$ cat config.mk
export PLATFORM = sky130hd
export DESIGN_NAME = multi_waveform_phase_generator
export DESIGN_NICKNAME = d
export VERILOG_FILES = /design/src/rtl/core/mwpg_pkg.sv /design/src/rtl/core/multi_waveform_phase_generator.sv /design/src/rtl/core/mwpg_phase_reduce.sv /design/src/rtl/core/mwpg_sine_interp.sv /design/src/rtl/core/mwpg_ramp_scale.sv
export SDC_FILE = /design/constraint.sdc
export NUM_CORES = 2
export LEC_CHECK = 0
export BUFFER_PORTS_ARGS = -buffer_cell sky130_fd_sc_hd__buf_2
export CELL_PAD_IN_SITES_DETAIL_PLACEMENT = 1
export CELL_PAD_IN_SITES_GLOBAL_PLACEMENT = 2
export CORE_ASPECT_RATIO = 0.7
export CORE_MARGIN = 4
export CORE_UTILIZATION = 48
export CTS_BUF_LIST = sky130_fd_sc_hd__clkbuf_8
export DETAILED_ROUTE_END_ITERATION = 10
export PLACE_DENSITY = 0.92
export SLEW_MARGIN = 25
export SYNTH_ARGS = -nofsm -noshare
export SYNTH_HDL_FRONTEND = slang
export SYNTH_SLANG_ARGS = --single-unit
export TNS_END_PERCENT = 100
$ cat constraint.sdc
create_clock -name clk -period 21.5 [get_ports clk]
set_clock_uncertainty 0.05 [all_clocks]
set_input_delay 3.225 -clock clk [delete_from_list [all_inputs] [get_ports clk]]
set_output_delay 3.225 -clock clk [all_outputs]
set_load 0.01 [all_outputs]
$ cat src/rtl/core/mwpg_pkg.sv
package mwpg_pkg;

  // Channel widths
  localparam int PHASE_W     = 32;
  localparam int CMD_W       = 3;
  localparam int SAMPLE_W    = 17;
  localparam int OUT_TDATA_W = 24;

  // Defaults for the top-level parameters
  localparam int FRAC_BITS_DEF = 16;
  localparam int PEAK_DEF      = 32767;

  // Degree table geometry
  localparam int TABLE_ENTRIES  = 360;
  localparam int HALF_ENTRIES   = 180;
  localparam int QUARTER_ENTRY  = 90;
  localparam int IDX_W          = 9;
  localparam int QTAB_DEPTH     = 91;
  localparam int QADDR_W        = 7;

  // Unit triangle top value, Q15
  localparam int UNIT_ONE = 32768;

  // Ceiling reciprocals: hi / 360 for hi < 2^24 (shift 34), m / 180 for m < 2^24 (shift 32)
  localparam int RCP360_W     = 26;
  localparam int RCP360_SHIFT = 34;
  localparam logic [RCP360_W-1:0] RCP_360 = 26'd47721859;
  localparam int RCP180_W     = 25;
  localparam int RCP180_SHIFT = 32;
  localparam logic [RCP180_W-1:0] RCP_180 = 25'd23860930;

  // Scale and quotient operand widths of the ramp path
  localparam int SCALE_W = 16;
  localparam int MID_W   = 24;

  // Waveform selector codes
  localparam logic [CMD_W-1:0] CMD_SINE  = 3'd0;
  localparam logic [CMD_W-1:0] CMD_SAW   = 3'd1;
  localparam logic [CMD_W-1:0] CMD_RSAW  = 3'd2;
  localparam logic [CMD_W-1:0] CMD_TRI   = 3'd3;
  localparam logic [CMD_W-1:0] CMD_SQR   = 3'd4;
  localparam logic [CMD_W-1:0] CMD_UTRI  = 3'd5;

  // pi/180 in Q31
  localparam longint unsigned DEG_Q31 = 64'd37480660;

  // Per-stage advance strobes of the pipeline
  typedef struct packed {
    logic s1;
    logic s2;
    logic s3;
    logic s4;
    logic s5;
    logic s6;
  } stage_en_t;

  typedef logic [15:0] qtab_t [QTAB_DEPTH];

  // Quarter sine table, 0..90 degrees, built at elaboration (Taylor series to x^15)
  function automatic qtab_t build_qtab(input int unsigned peak);
    qtab_t tab;
    longint unsigned x;
    longint unsigned x2;
    longint unsigned term;
    longint unsigned pos;
    longint unsigned neg;
    longint unsigned sum;
    longint unsigned v;
    for (int k = 0; k < QTAB_DEPTH; k++) begin
      x    = longint'(k) * DEG_Q31;
      x2   = (x * x) >> 31;
      term = x;
      pos  = x;
      neg  = 64'd0;
      term = ((term * x2) >> 31) / 64'd6;
      neg  = neg + term;
      term = ((term * x2) >> 31) / 64'd20;
      pos  = pos + term;
      term = ((term * x2) >> 31) / 64'd42;
      neg  = neg + term;
      term = ((term * x2) >> 31) / 64'd72;
      pos  = pos + term;
      term = ((term * x2) >> 31) / 64'd110;
      neg  = neg + term;
      term = ((term * x2) >> 31) / 64'd156;
      pos  = pos + term;
      term = ((term * x2) >> 31) / 64'd210;
      neg  = neg + term;
      sum  = (pos > neg) ? pos - neg : 64'd0;
      v    = (sum * longint'(peak) + (64'd1 << 30)) >> 31;
      if (v > longint'(peak)) begin
        v = longint'(peak);
      end
      tab[k] = v[15:0];
    end
    return tab;
  endfunction

endpackage

$ cat src/rtl/core/multi_waveform_phase_generator.sv
// Waveform generator: one phase request in, one sample out.
// Input channel: in_tdata carries phase_deg (unsigned, PHASE_FRAC_BITS fraction
//   bits, taken modulo 360 degrees); in_tuser carries the waveform selector:
//   0 sine (interpolated table), 1 rising saw, 2 falling saw, 3 triangle,
//   4 square, 5 unit triangle in Q15; other codes give 0.
// Output channel: out_tdata carries the 17-bit two's complement sample.
// Pipeline: six registered stages (mod-360 multiply, remainder,
//   table/scale multiply, rounding, divide-by-180 multiply, output
//   select); out_tvalid is the valid bit of the last one.
// Throughput: one request per clock unless stalled (see below); every stage has its
//   own valid bit and the ready chain lets empty stages fill while the output is held.
// Stall: with out_tready low the sample holds in the output register; the
//   stages behind it keep filling until all hold data, then in_tready drops.
//   Nothing is lost or repeated.
// Reset: rst_n low for one clock empties the pipeline; the sine table is
//   constant, so the block is ready in the first cycle after reset.
module multi_waveform_phase_generator #(
  parameter int PHASE_FRAC_BITS = mwpg_pkg::FRAC_BITS_DEF,
  parameter int PEAK_AMPLITUDE  = mwpg_pkg::PEAK_DEF
) (
  input  logic                                 clk,
  input  logic                                 rst_n,
  input  logic                                 in_tvalid,
  output logic                                 in_tready,
  input  logic [mwpg_pkg::PHASE_W-1:0]         in_tdata,   // [31:0] phase_deg
  input  logic [mwpg_pkg::CMD_W-1:0]           in_tuser,   // [2:0] command
  output logic                                 out_tvalid,
  input  logic                                 out_tready,
  output logic [mwpg_pkg::OUT_TDATA_W-1:0]     out_tdata   // [16:0] sample, [23:17] zero
);
  import mwpg_pkg::*;

  localparam logic [SAMPLE_W-1:0] PEAK_V = SAMPLE_W'(PEAK_AMPLITUDE);
  localparam logic [SAMPLE_W-1:0] UNIT_V = SAMPLE_W'(UNIT_ONE);

  stage_en_t                  en;
  logic [5:0]                 vld_r;
  logic [IDX_W-1:0]           idx2;
  logic [PHASE_FRAC_BITS-1:0] frac2;
  logic [CMD_W-1:0]           cmd2;
  logic signed [SAMPLE_W-1:0] sine5;
  logic [SAMPLE_W-1:0]        rnd5;
  logic                       half5;
  logic [CMD_W-1:0]           cmd5;
  logic [SAMPLE_W-1:0]        sample_nxt;
  logic [SAMPLE_W-1:0]        sample_r;

  // Ready chain: a stage advances when empty or when the next one advances
  always_comb begin
    en.s6 = !vld_r[5] || out_tready;
    en.s5 = !vld_r[4] || en.s6;
    en.s4 = !vld_r[3] || en.s5;
    en.s3 = !vld_r[2] || en.s4;
    en.s2 = !vld_r[1] || en.s3;
    en.s1 = !vld_r[0] || en.s2;
  end

  assign in_tready = en.s1;

  // Valid bits travel with the data
  always_ff @(posedge clk) begin
    if (!rst_n) begin
      vld_r <= '0;
    end else begin
      if (en.s1) vld_r[0] <= in_tvalid;
      if (en.s2) vld_r[1] <= vld_r[0];
      if (en.s3) vld_r[2] <= vld_r[1];
      if (en.s4) vld_r[3] <= vld_r[2];
      if (en.s5) vld_r[4] <= vld_r[3];
      if (en.s6) vld_r[5] <= vld_r[4];
    end
  end

  mwpg_phase_reduce #(
    .PHASE_FRAC_BITS (PHASE_FRAC_BITS)
  ) u_reduce (
    .clk     (clk),
    .en      (en),
    .phase   (in_tdata),
    .cmd     (in_tuser),
    .idx     (idx2),
    .frac    (frac2),
    .cmd_out (cmd2)
  );

  mwpg_sine_interp #(
    .PHASE_FRAC_BITS (PHASE_FRAC_BITS),
    .PEAK_AMPLITUDE  (PEAK_AMPLITUDE)
  ) u_sine (
    .clk  (clk),
    .en   (en),
    .idx  (idx2),
    .frac (frac2),
    .sine (sine5)
  );

  mwpg_ramp_scale #(
    .PHASE_FRAC_BITS (PHASE_FRAC_BITS),
    .PEAK_AMPLITUDE  (PEAK_AMPLITUDE)
  ) u_ramp (
    .clk     (clk),
    .en      (en),
    .idx     (idx2),
    .frac    (frac2),
    .cmd     (cmd2),
    .rnd     (rnd5),
    .half    (half5),
    .cmd_out (cmd5)
  );

  // Stage 6: waveform select and offset
  always_comb begin
    case (cmd5)
      CMD_SINE: sample_nxt = sine5;
      CMD_SAW:  sample_nxt = rnd5 - PEAK_V;
      CMD_RSAW: sample_nxt = PEAK_V - rnd5;
      CMD_TRI:  sample_nxt = half5 ? PEAK_V - rnd5 : rnd5 - PEAK_V;
      CMD_SQR:  sample_nxt = half5 ? PEAK_V : -PEAK_V;
      CMD_UTRI: sample_nxt = half5 ? UNIT_V - rnd5 : rnd5;
      default:  sample_nxt = '0;
    endcase
  end

  always_ff @(posedge clk) begin
    if (en.s6) begin
      sample_r <= sample_nxt;
    end
  end

  assign out_tvalid = vld_r[5];
  assign out_tdata  = {{(OUT_TDATA_W - SAMPLE_W){1'b0}}, sample_r};

  // With the receiver ready the whole chain advances
  a_ready_when_drained: assert property (@(posedge clk) disable iff (!rst_n)
    out_tready |-> in_tready)
    else $error("input not ready although output is free");

  // Square wave lands only on the two peaks
  a_square_levels: assert property (@(posedge clk) disable iff (!rst_n)
    (vld_r[4] && en.s6 && cmd5 == CMD_SQR)
      |=> (sample_r == PEAK_V || sample_r == -PEAK_V))
    else $error("square sample off peak");

  // Unused selectors give zero
  a_unused_zero: assert property (@(posedge clk) disable iff (!rst_n)
    (vld_r[4] && en.s6 && (cmd5 > CMD_UTRI)) |=> (sample_r == '0))
    else $error("unused selector gave nonzero sample");

  // A held stage keeps its valid bit
  a_stall_holds: assert property (@(posedge clk) disable iff (!rst_n)
    (vld_r[4] && !en.s5) |=> vld_r[4])
    else $error("stalled stage lost its request");

endmodule

$ cat src/rtl/core/mwpg_phase_reduce.sv
module mwpg_phase_reduce #(
  parameter int PHASE_FRAC_BITS = mwpg_pkg::FRAC_BITS_DEF
) (
  input  logic                          clk,
  input  mwpg_pkg::stage_en_t           en,
  input  logic [mwpg_pkg::PHASE_W-1:0]  phase,
  input  logic [mwpg_pkg::CMD_W-1:0]    cmd,
  output logic [mwpg_pkg::IDX_W-1:0]    idx,
  output logic [PHASE_FRAC_BITS-1:0]    frac,
  output logic [mwpg_pkg::CMD_W-1:0]    cmd_out
);
  import mwpg_pkg::*;

  localparam int HI_W   = PHASE_W - PHASE_FRAC_BITS;
  localparam int PROD_W = HI_W + RCP360_W;

  logic [HI_W-1:0]            hi1_r;
  logic [PHASE_FRAC_BITS-1:0] lo1_r;
  logic [CMD_W-1:0]           cmd1_r;
  logic [PROD_W-1:0]          prod1_r;
  logic [HI_W-1:0]            quot;
  logic [IDX_W-1:0]           idx_nxt;
  logic [IDX_W-1:0]           idx2_r;
  logic [PHASE_FRAC_BITS-1:0] lo2_r;
  logic [CMD_W-1:0]           cmd2_r;

  // Stage 1: whole degrees times the reciprocal of 360
  always_ff @(posedge clk) begin
    if (en.s1) begin
      hi1_r   <= phase[PHASE_W-1:PHASE_FRAC_BITS];
      lo1_r   <= phase[PHASE_FRAC_BITS-1:0];
      cmd1_r  <= cmd;
      prod1_r <= PROD_W'(phase[PHASE_W-1:PHASE_FRAC_BITS]) * PROD_W'(RCP_360);
    end
  end

  // Stage 2: whole degrees mod 360 (quotient is exact)
  always_comb begin
    quot    = HI_W'(prod1_r >> RCP360_SHIFT);
    idx_nxt = IDX_W'(hi1_r - HI_W'(quot * HI_W'(TABLE_ENTRIES)));
  end

  always_ff @(posedge clk) begin
    if (en.s2) begin
      idx2_r <= idx_nxt;
      lo2_r  <= lo1_r;
      cmd2_r <= cmd1_r;
    end
  end

  assign idx     = idx2_r;
  assign frac    = lo2_r;
  assign cmd_out = cmd2_r;

endmodule

$ cat src/rtl/core/mwpg_sine_interp.sv
module mwpg_sine_interp #(
  parameter int PHASE_FRAC_BITS = mwpg_pkg::FRAC_BITS_DEF,
  parameter int PEAK_AMPLITUDE  = mwpg_pkg::PEAK_DEF
) (
  input  logic                                clk,
  input  mwpg_pkg::stage_en_t                 en,
  input  logic [mwpg_pkg::IDX_W-1:0]          idx,
  input  logic [PHASE_FRAC_BITS-1:0]          frac,
  output logic signed [mwpg_pkg::SAMPLE_W-1:0] sine
);
  import mwpg_pkg::*;

  localparam qtab_t QTAB   = build_qtab(PEAK_AMPLITUDE);
  localparam int    DIFF_W = SAMPLE_W + 1;
  localparam int    PROD_W = DIFF_W + PHASE_FRAC_BITS + 1;
  localparam int    SUM_W  = PROD_W + 1;

  // Full-circle entry from the quarter table by symmetry
  function automatic logic signed [SAMPLE_W-1:0] rom_value(input logic [IDX_W-1:0] k);
    logic [IDX_W-1:0]    q;
    logic [QADDR_W-1:0]  m;
    logic [SAMPLE_W-1:0] mag;
    q   = (k < IDX_W'(HALF_ENTRIES)) ? k : k - IDX_W'(HALF_ENTRIES);
    m   = (q <= IDX_W'(QUARTER_ENTRY)) ? QADDR_W'(q) : QADDR_W'(IDX_W'(HALF_ENTRIES) - q);
    mag = {1'b0, QTAB[m]};
    return (k >= IDX_W'(HALF_ENTRIES)) ? -mag : mag;
  endfunction

  logic [IDX_W-1:0]           nxt_idx;
  logic signed [SAMPLE_W-1:0] lo_val;
  logic signed [SAMPLE_W-1:0] hi_val;
  logic signed [SAMPLE_W-1:0] base3_r;
  logic signed [DIFF_W-1:0]   diff3_r;
  logic [PHASE_FRAC_BITS-1:0] frac3_r;
  logic signed [SAMPLE_W-1:0] base4_r;
  logic signed [PROD_W-1:0]   prod4_r;
  logic signed [SUM_W-1:0]    acc;
  logic signed [SAMPLE_W-1:0] sine5_r;

  // Stage 3: neighbor entries, upper one wraps to degree 0
  always_comb begin
    nxt_idx = (idx == IDX_W'(TABLE_ENTRIES - 1)) ? '0 : idx + 1'b1;
    lo_val  = rom_value(idx);
    hi_val  = rom_value(nxt_idx);
  end

  always_ff @(posedge clk) begin
    if (en.s3) begin
      base3_r <= lo_val;
      diff3_r <= DIFF_W'(hi_val) - DIFF_W'(lo_val);
      frac3_r <= frac;
    end
  end

  // Stage 4: slope times fraction
  always_ff @(posedge clk) begin
    if (en.s4) begin
      base4_r <= base3_r;
      prod4_r <= PROD_W'(diff3_r) * PROD_W'($signed({1'b0, frac3_r}));
    end
  end

  // Stage 5: add base, round half up, drop the fraction
  always_comb begin
    acc = (SUM_W'(base4_r) <<< PHASE_FRAC_BITS) + SUM_W'(prod4_r)
        + (SUM_W'(1) <<< (PHASE_FRAC_BITS - 1));
  end

  always_ff @(posedge clk) begin
    if (en.s5) begin
      sine5_r <= SAMPLE_W'(acc >>> PHASE_FRAC_BITS);
    end
  end

  assign sine = sine5_r;

endmodule

$ cat src/rtl/core/mwpg_ramp_scale.sv
module mwpg_ramp_scale #(
  parameter int PHASE_FRAC_BITS = mwpg_pkg::FRAC_BITS_DEF,
  parameter int PEAK_AMPLITUDE  = mwpg_pkg::PEAK_DEF
) (
  input  logic                              clk,
  input  mwpg_pkg::stage_en_t               en,
  input  logic [mwpg_pkg::IDX_W-1:0]        idx,
  input  logic [PHASE_FRAC_BITS-1:0]        frac,
  input  logic [mwpg_pkg::CMD_W-1:0]        cmd,
  output logic [mwpg_pkg::SAMPLE_W-1:0]     rnd,
  output logic                              half,
  output logic [mwpg_pkg::CMD_W-1:0]        cmd_out
);
  import mwpg_pkg::*;

  localparam int T_W    = IDX_W + PHASE_FRAC_BITS;
  localparam int N_W    = SCALE_W + T_W;
  localparam int Q_W    = MID_W + RCP180_W;
  localparam logic [SCALE_W-1:0] SCALE_SAW  = SCALE_W'(PEAK_AMPLITUDE);
  localparam logic [SCALE_W-1:0] SCALE_TRI  = SCALE_W'(2 * PEAK_AMPLITUDE);
  localparam logic [SCALE_W-1:0] SCALE_UNIT = SCALE_W'(UNIT_ONE);
  localparam logic [N_W-1:0]     RND_BIAS   = N_W'(QUARTER_ENTRY) << PHASE_FRAC_BITS;

  logic                 half_nxt;
  logic [IDX_W-1:0]     tidx;
  logic [SCALE_W-1:0]   scale;
  logic [N_W-1:0]       num3_r;
  logic                 half3_r;
  logic [CMD_W-1:0]     cmd3_r;
  logic [MID_W-1:0]     mid4_r;
  logic                 half4_r;
  logic [CMD_W-1:0]     cmd4_r;
  logic [Q_W-1:0]       qprod;
  logic [SAMPLE_W-1:0]  rnd5_r;
  logic                 half5_r;
  logic [CMD_W-1:0]     cmd5_r;

  // Stage 3: pick the ramp operand and its scale; numerator over 180 * 2^F
  always_comb begin
    half_nxt = (idx >= IDX_W'(HALF_ENTRIES));
    tidx     = idx;
    scale    = SCALE_SAW;
    case (cmd)
      CMD_TRI: begin
        scale = SCALE_TRI;
        if (half_nxt) begin
          tidx = idx - IDX_W'(HALF_ENTRIES);
        end
      end
      CMD_UTRI: begin
        scale = SCALE_UNIT;
        if (half_nxt) begin
          tidx = idx - IDX_W'(HALF_ENTRIES);
        end
      end
      default: begin
        scale = SCALE_SAW;
      end
    endcase
  end

  always_ff @(posedge clk) begin
    if (en.s3) begin
      num3_r  <= N_W'(scale) * N_W'({tidx, frac});
      half3_r <= half_nxt;
      cmd3_r  <= cmd;
    end
  end

  // Stage 4: add half the divisor and strip 2^F
  always_ff @(posedge clk) begin
    if (en.s4) begin
      mid4_r  <= MID_W'((num3_r + RND_BIAS) >> PHASE_FRAC_BITS);
      half4_r <= half3_r;
      cmd4_r  <= cmd3_r;
    end
  end

  // Stage 5: divide by 180 through the exact reciprocal
  assign qprod = Q_W'(mid4_r) * Q_W'(RCP_180);

  always_ff @(posedge clk) begin
    if (en.s5) begin
      rnd5_r  <= SAMPLE_W'(qprod >> RCP180_SHIFT);
      half5_r <= half4_r;
      cmd5_r  <= cmd4_r;
    end
  end

  assign rnd     = rnd5_r;
  assign half    = half5_r;
  assign cmd_out = cmd5_r;

endmodule

## After elaboration in Yosys (flattened, before gate mapping)

Memory sizes are Yosys's and may differ from the RTL's.
Cells that the tools add are included.

- Register bits after elaboration: 332
- ROM bits: 4096
- Input bits: 39
- Output and inout port bits: 26
- Word-level logic and storage cells: 101
- Memories: 2

Memories:

| name | words | bits a word | read ports | clocked after Yosys merged registers in | write ports | RTL line | source |
|---|---|---|---|---|---|---|---|
| (name not given) | 128 | 16 | 1 | 0 | 0 | mwpg_sine_interp.sv:25 | `mag = {1'b0, QTAB[m]};` |
| (name not given) | 128 | 16 | 1 | 0 | 0 | mwpg_sine_interp.sv:25 |  |

- $add $sub $neg: 15
- Multipliers: 5
- $lt $le $gt $ge: 8
- Eq/ne operators: 8
- Mux-type cells: 18
- Bitwise operators: 2
- Reduce and logical (&&, ||, !) cells: 14

Operator list:

| cell | number |
|---|---|
| 17-bit one-hot mux with 6 select lines | 1 |
| 17-bit two-way mux | 5 |
| 16-bit two-way mux | 4 |
| 24-bit by 24-bit multiplier with 48-bit output, second input constant | 1 |
| 9-bit two-way mux | 5 |
| 16-bit by 26-bit multiplier with 42-bit output, second input constant | 1 |
| 40-bit by 23-bit adder with 40-bit output, second input constant | 1 |
| 16-bit by 25-bit multiplier with 40-bit output | 1 |
| 16-bit negation with 17-bit output | 2 |
| 33-bit by 17-bit adder with 33-bit output, second input constant | 1 |
| 33-bit adder | 1 |
| 18-bit by 17-bit multiplier with 33-bit output | 1 |
| 16-bit one-hot mux with 2 select lines | 1 |
| 9-bit by 8-bit >= comparator with 1-bit output, second input constant | 2 |
| 9-bit by 7-bit <= comparator with 1-bit output, second input constant | 2 |
| 9-bit by 8-bit less-than comparator with 1-bit output, second input constant | 2 |
| 17-bit by 17-bit subtractor with 18-bit output | 1 |
| 9-bit by 8-bit subtractor with 9-bit output, second input constant | 2 |
| 15-bit by 17-bit subtractor with 17-bit output, first input constant | 1 |
| 16-bit by 17-bit subtractor with 17-bit output, first input constant | 1 |
| 17-bit by 15-bit subtractor with 17-bit output, second input constant | 1 |
| 8-bit >= comparator, second input constant | 2 |
| 7-bit NOT with 8-bit output | 2 |
| 7-bit two-way mux | 2 |
| 12 further kinds | 27 |

## Depth between registers and ports, before layout

- Word-level depth: 13
- Mapped depth: 41
- Depth with buffers taken out: 36

## By module

A second synthesis with hierarchy kept.

- Cell total of the unflattened synthesis: 5231
- Area total of the unflattened synthesis: 50536.0 um^2

Modules (own cells, without submodules):

| module | instances | cells each | area each (um^2) | sequential area each (um^2) |
|---|---|---|---|---|
| mwpg_sine_interp | 1 | 2394 | 20768.7 | 3093.0 |
| mwpg_ramp_scale | 1 | 1886 | 20015.4 | 2312.2 |
| mwpg_phase_reduce | 1 | 647 | 7347.0 | 1861.8 |
| multi_waveform_phase_generator | 1 | 304 | 2404.8 | 630.6 |

## Least setup slack after synthesis

No wires, ideal clock.

- Path type: input -> register
- Start: input in_tdata[29] (netlist bit)
- End: register u_reduce.prod1_r[39], data pin
- Setup time: 0.260 ns
- Arrival: 8.275 ns
- Data required time: 21.190 ns
- Slack: 12.915 ns
- Cell stages on the path: 21
- Buffers on the path: 0
- Cells stage by stage: ha_1 fa_1 fa_1 inv_1 fa_1 inv_1 fa_1 fa_1 ha_1 nand4_1 nor2_1 and2_1 nand2_1 o2111ai_1 and2_1 a211oi_1 o32ai_1 o21ai_0 a211oi_1 a21oi_1 xnor2_1

- Cells in the longest elaborated chain, start to end: 1

RTL lines:

| item | RTL line | source |
|---|---|---|
| start, declared | multi_waveform_phase_generator.sv:25 | `input logic [mwpg_pkg::PHASE_W-1:0] in_tdata,` |
| 16-bit by 26-bit multiplier with 42-bit output | mwpg_phase_reduce.sv:33 | `prod1_r <= PROD_W'(phase[PHASE_W-1:PHASE_FRAC_BITS]) * PROD_W'(RCP_360);` |
| end signal, assigned | mwpg_phase_reduce.sv:33 |  |
| end, declared | mwpg_phase_reduce.sv:20 | `logic [PROD_W-1:0] prod1_r;` |

No other way between the ends.
A chain may end at the register's enable or synchronous reset.

## Final worst setup path

- Start: register u_reduce.idx2_r[1], in the netlist u_reduce.idx[1]
- End: register u_sine.diff3_r[15], data pin

- Cells in the longest elaborated chain, start to end: 13
- Elaborated cells on any way between the ends: 30
- Classes of those cells: add/sub: 8; order compare: 6; eq/ne: 1; mux: 11; bitwise: 2; memory: 2

RTL lines:

| item | RTL line | source |
|---|---|---|
| start, declared | mwpg_phase_reduce.sv:23 | `logic [IDX_W-1:0] idx2_r;` |
| start signal, assigned | mwpg_phase_reduce.sv:45 | `idx2_r <= idx_nxt;` |
| 9-bit by 1-bit adder with 9-bit output / 9-bit == test (equally long branches) | mwpg_sine_interp.sv:42 | `nxt_idx = (idx == IDX_W'(TABLE_ENTRIES - 1)) ? '0 : idx + 1'b1;` |
| 9-bit two-way mux | mwpg_sine_interp.sv:42 |  |
| 9-bit by 8-bit subtractor with 9-bit output / 9-bit by 8-bit less-than comparator with 1-bit output (equally long branches) | mwpg_sine_interp.sv:23 | `q = (k < IDX_W'(HALF_ENTRIES)) ? k : k - IDX_W'(HALF_ENTRIES);` |
| 9-bit two-way mux | mwpg_sine_interp.sv:23 |  |
| 9-bit by 7-bit <= comparator with 1-bit output / 6-bit by 7-bit subtractor with 7-bit output (equally long branches) | mwpg_sine_interp.sv:24 | `m = (q <= IDX_W'(QUARTER_ENTRY)) ? QADDR_W'(q) : QADDR_W'(IDX_W'(HALF_ENTRIES) - q);` |
| 7-bit two-way mux | mwpg_sine_interp.sv:24 |  |
| 7-bit NOT with 8-bit output (not written as such) | mwpg_sine_interp.sv:25 |  |
| memory read 128 x 16 bit | -- |  |
| 16-bit two-way mux (not written as such) (2 in a row) | mwpg_sine_interp.sv:25 |  |
| 16-bit negation with 17-bit output | mwpg_sine_interp.sv:26 | `return (k >= IDX_W'(HALF_ENTRIES)) ? -mag : mag;` |
| 17-bit two-way mux | mwpg_sine_interp.sv:26 |  |
| 17-bit by 17-bit subtractor with 18-bit output (*) | mwpg_sine_interp.sv:50 | `diff3_r <= DIFF_W'(hi_val) - DIFF_W'(lo_val);` |
| end signal, assigned | mwpg_sine_interp.sv:50 |  |
| end, declared | mwpg_sine_interp.sv:33 | `logic signed [DIFF_W-1:0] diff3_r;` |

Every way passes the cells marked *; elsewhere a longest branch is shown, timed or not. The select of a mux whose other input is x is not followed.

==> results.md <==
- Global-route wire length before repair: 242.9 mm
- Hold slack: 359.0 ps
- Post-CTS resize count: 0
- Latest clock arrival within the worst-skew pair: 640 ps
- Die width: 389.7 µm
- Initial antenna violation count: 7
- Syn. warnings: 0
- Asr flop ratio synth: 0%
- Total Nets Final: 6438
- Max Cap Viol: 0
- Via-per-instance ratio: 5.805
- EDFF count, synth: 259
- Fillcell total: 11280
- Number of H-tree levels: 2
- Syn avg cell area: 9.806 µm²
- DR iter-0 viols: 2933
- Layout cell share with drive strength beyond 1: 4.674%
- Leading area contributor after synthesis: fa_1
- Port bufs: 57
- Setup TNS: 0 ps
- Total grt overflow: 0
- Die area: 0.1072 mm²
- Critical Path End Type: flop
- # setup viols final: 0
- Footprint of the multi-input gates: 0.03632 mm²
- Period utilisation layout: 50.52%
- Clock slew at reported path FFs: 70 ps
- # hold bufs at CTS: 0
- CORE AREA: 0.1006 mm²
- DRT Pass-1 Iters: 7
- Initial Util: 48.64%
- Estimated wirelength of the detail-placed design: 128.6 mm
- Most used cell, CP: o21ai_0
- Outcome: finished clean
- Post-layout min period: 10860 ps
- Post-synthesis cell type count: 110
- Largest cells by area after synthesis: fa_1 33%, ha_1 16%, edfxtp_1 16%, inv_1 8.1%, nand2_1 3.0%
- CTS buffer count: 43
- Ports: 65
- Worst rel slew slack: 21.39%
- Fmax: 0.09207 GHz
- Largest net degree at the start of global routing: 64
- Die Ht: 275.2 µm
- Worst min-delay path class: flop to flop
- Antenna-violating nets left: 0
- Actual slew at the worst max-slew pin: 1176 ps
- TritonCTS clock tree: yes
- CP max FO: 55
- Most common library cell in the layout ignoring fill and taps: inv_1
- Drt wl/cell: 24.32 µm
- Synth Instances: 4991
- Yosys reg bits: 265
- Routability cong.: 0.9330
- CP Data Arrival Time: 11200 ps
- Rows: 97
- CTS root buf: clkbuf_8
- Max Buffers Root-to-Sink: 3
- Crit path buffers/inverters: 3
- Sink Count: 265
- Critical Path RT: 21840 ps
- Commonest non-fill, non-tap cells in the layout: 1064 x inv_1, 801 x fa_1, 623 x ha_1
- RSZ-0062 raised after global routing: no
- Critical path's largest stage delay: 770 ps
- Area Overhead vs Synth: 4.852%
- Hold Violations, Final: 0
- Drt drc: 0
- Slew Limit Fails: 0
- Total number of vias: 36829
- Post-synth top area share: 32.76%
- Tot GR Track Use: 29.38%
- Setup bufs post-CTS: 0
- Mapped Area: 0.04894 mm²
- Slowest cell on the critical path: o2bb2ai_1
- Final wirelength: 154.3 mm
- Main flop type after synthesis: edfxtp_1
- Cell family with most CP delay: compound AO/OA/AOI/OAI gates
- Setup crit start kind: flop
- Critical path class: flop to flop
- Seq. cell area: 0.007898 mm²
- Vias in the first global route: 40183
- Sequential fraction of the synthesis area: 16.14%
-- layout make-up --
| cell class | count | area share, % |
|---|---|---|
| multi-input cells | 3495 | 70.78 |
| inverters | 1059 | 7.756 |
| flip-flops and latches | 265 | 15.39 |
| diodes | 2 | 0.009753 |
| clock buffers | 43 | 1.153 |
| well taps | 1336 | 3.257 |
| clock inverters | 33 | 0.3048 |
| repair buffers | 111 | 1.346 |
-- cell families after synthesis --
logic type / after synthesis / share of synthesized area [%]
compound gates: 759 / 10.74
mux: 32 / 0.7695
fa+ha+maj: 1424 / 48.69
buf+inv: 1237 / 9.779
simple gates: 1090 / 10.51
xor+xnor: 183 / 3.359
other cells: 1 / 0.007662
flops: 265 / 16.14
-- final timing paths --
check	start	endpoint	slack (ps)	cells after the start
hold / removal	u_reduce.lo1_r[10]	u_reduce.frac[10]	360	0
hold reg to reg	u_reduce.lo1_r[10]	u_reduce.frac[10]	360	0
setup reg to reg	u_reduce.idx[1]	u_sine.diff3_r[15]	10640	34
setup / recovery	u_reduce.idx[1]	u_sine.diff3_r[15]	10640	34
-- flip-flops by register name, indices dropped and copies added, names as in the netlist, 17 cells and up --
| signal | cells |
|---|---|
| u_sine.prod4_r | 18 |
| u_sine.sine | 17 |
| u_sine.diff3_r | 18 |
| u_ramp.mid4_r | 24 |
| sample_r | 17 |
| u_ramp.num3_r | 24 |
| u_sine.base3_r | 17 |
| u_ramp.rnd | 17 |
| u_sine.base4_r | 17 |
-- stage by stage --
| step | area [µm²] | util [%] | std cells | setup WS [ps] |
|---|---|---|---|---|
| 3_5_place_dp | 50560 | 50.25 | 6266 | 10880 |
| 4_1_cts | 51310 | 51.00 | 6342 | 10870 |
| 6_report | 51320 | 51.00 | 6344 | 10640 |
| 3_3_place_gp | 50560 | 50.25 | 6266 | 11350 |
| 2_1_floorplan | 48960 | - | 4997 | 12920 |
| 5_1_grt | 51310 | 51.00 | 6342 | 9829 |
-- synthesized netlist by cell type (8+ instances only) --
master     count
buf_2         32
nor2_1       240
a2111oi_0     10
a21boi_0      23
mux2i_1       23
a21oi_1      151
and2_1       147
nand3_1       61
ha_1         623
inv_1       1055
o21ai_1        8
nand2b_1      17
edfxtp_1     259
a31oi_1       26
a221o_1       11
o32ai_1       10
o22ai_1       14
and3_1        41
or2_2         13
nand4_1       15
clkbuf_1     118
o31ai_1       15
a311oi_1      10
and4_1         8
buf_4         16
o2111ai_1      8
or3_1         18
a221oi_1      16
a21o_1        29
a22oi_1       18
xor2_1        54
nor4_1        11
a211oi_1      40
o21ai_0      179
o221ai_1      18
o211ai_1      23
fa_1         801
nor2b_1       23
o21bai_1      11
nand2_1      397
o21a_1        24
xnor2_1      125
nor3_1        69
-- metal layers --
layer	vias up	track usage [%]	wire (µm)
met5	-	0	13
met2	1264	44.83	66810
li1	16236	-	-
met1	19153	43.73	72000
met3	174	6.333	12800
met4	2	4.857	2679
Power is not shown: default switching activity piles up to over one toggle a cycle in this logic, so the estimate is an artifact.
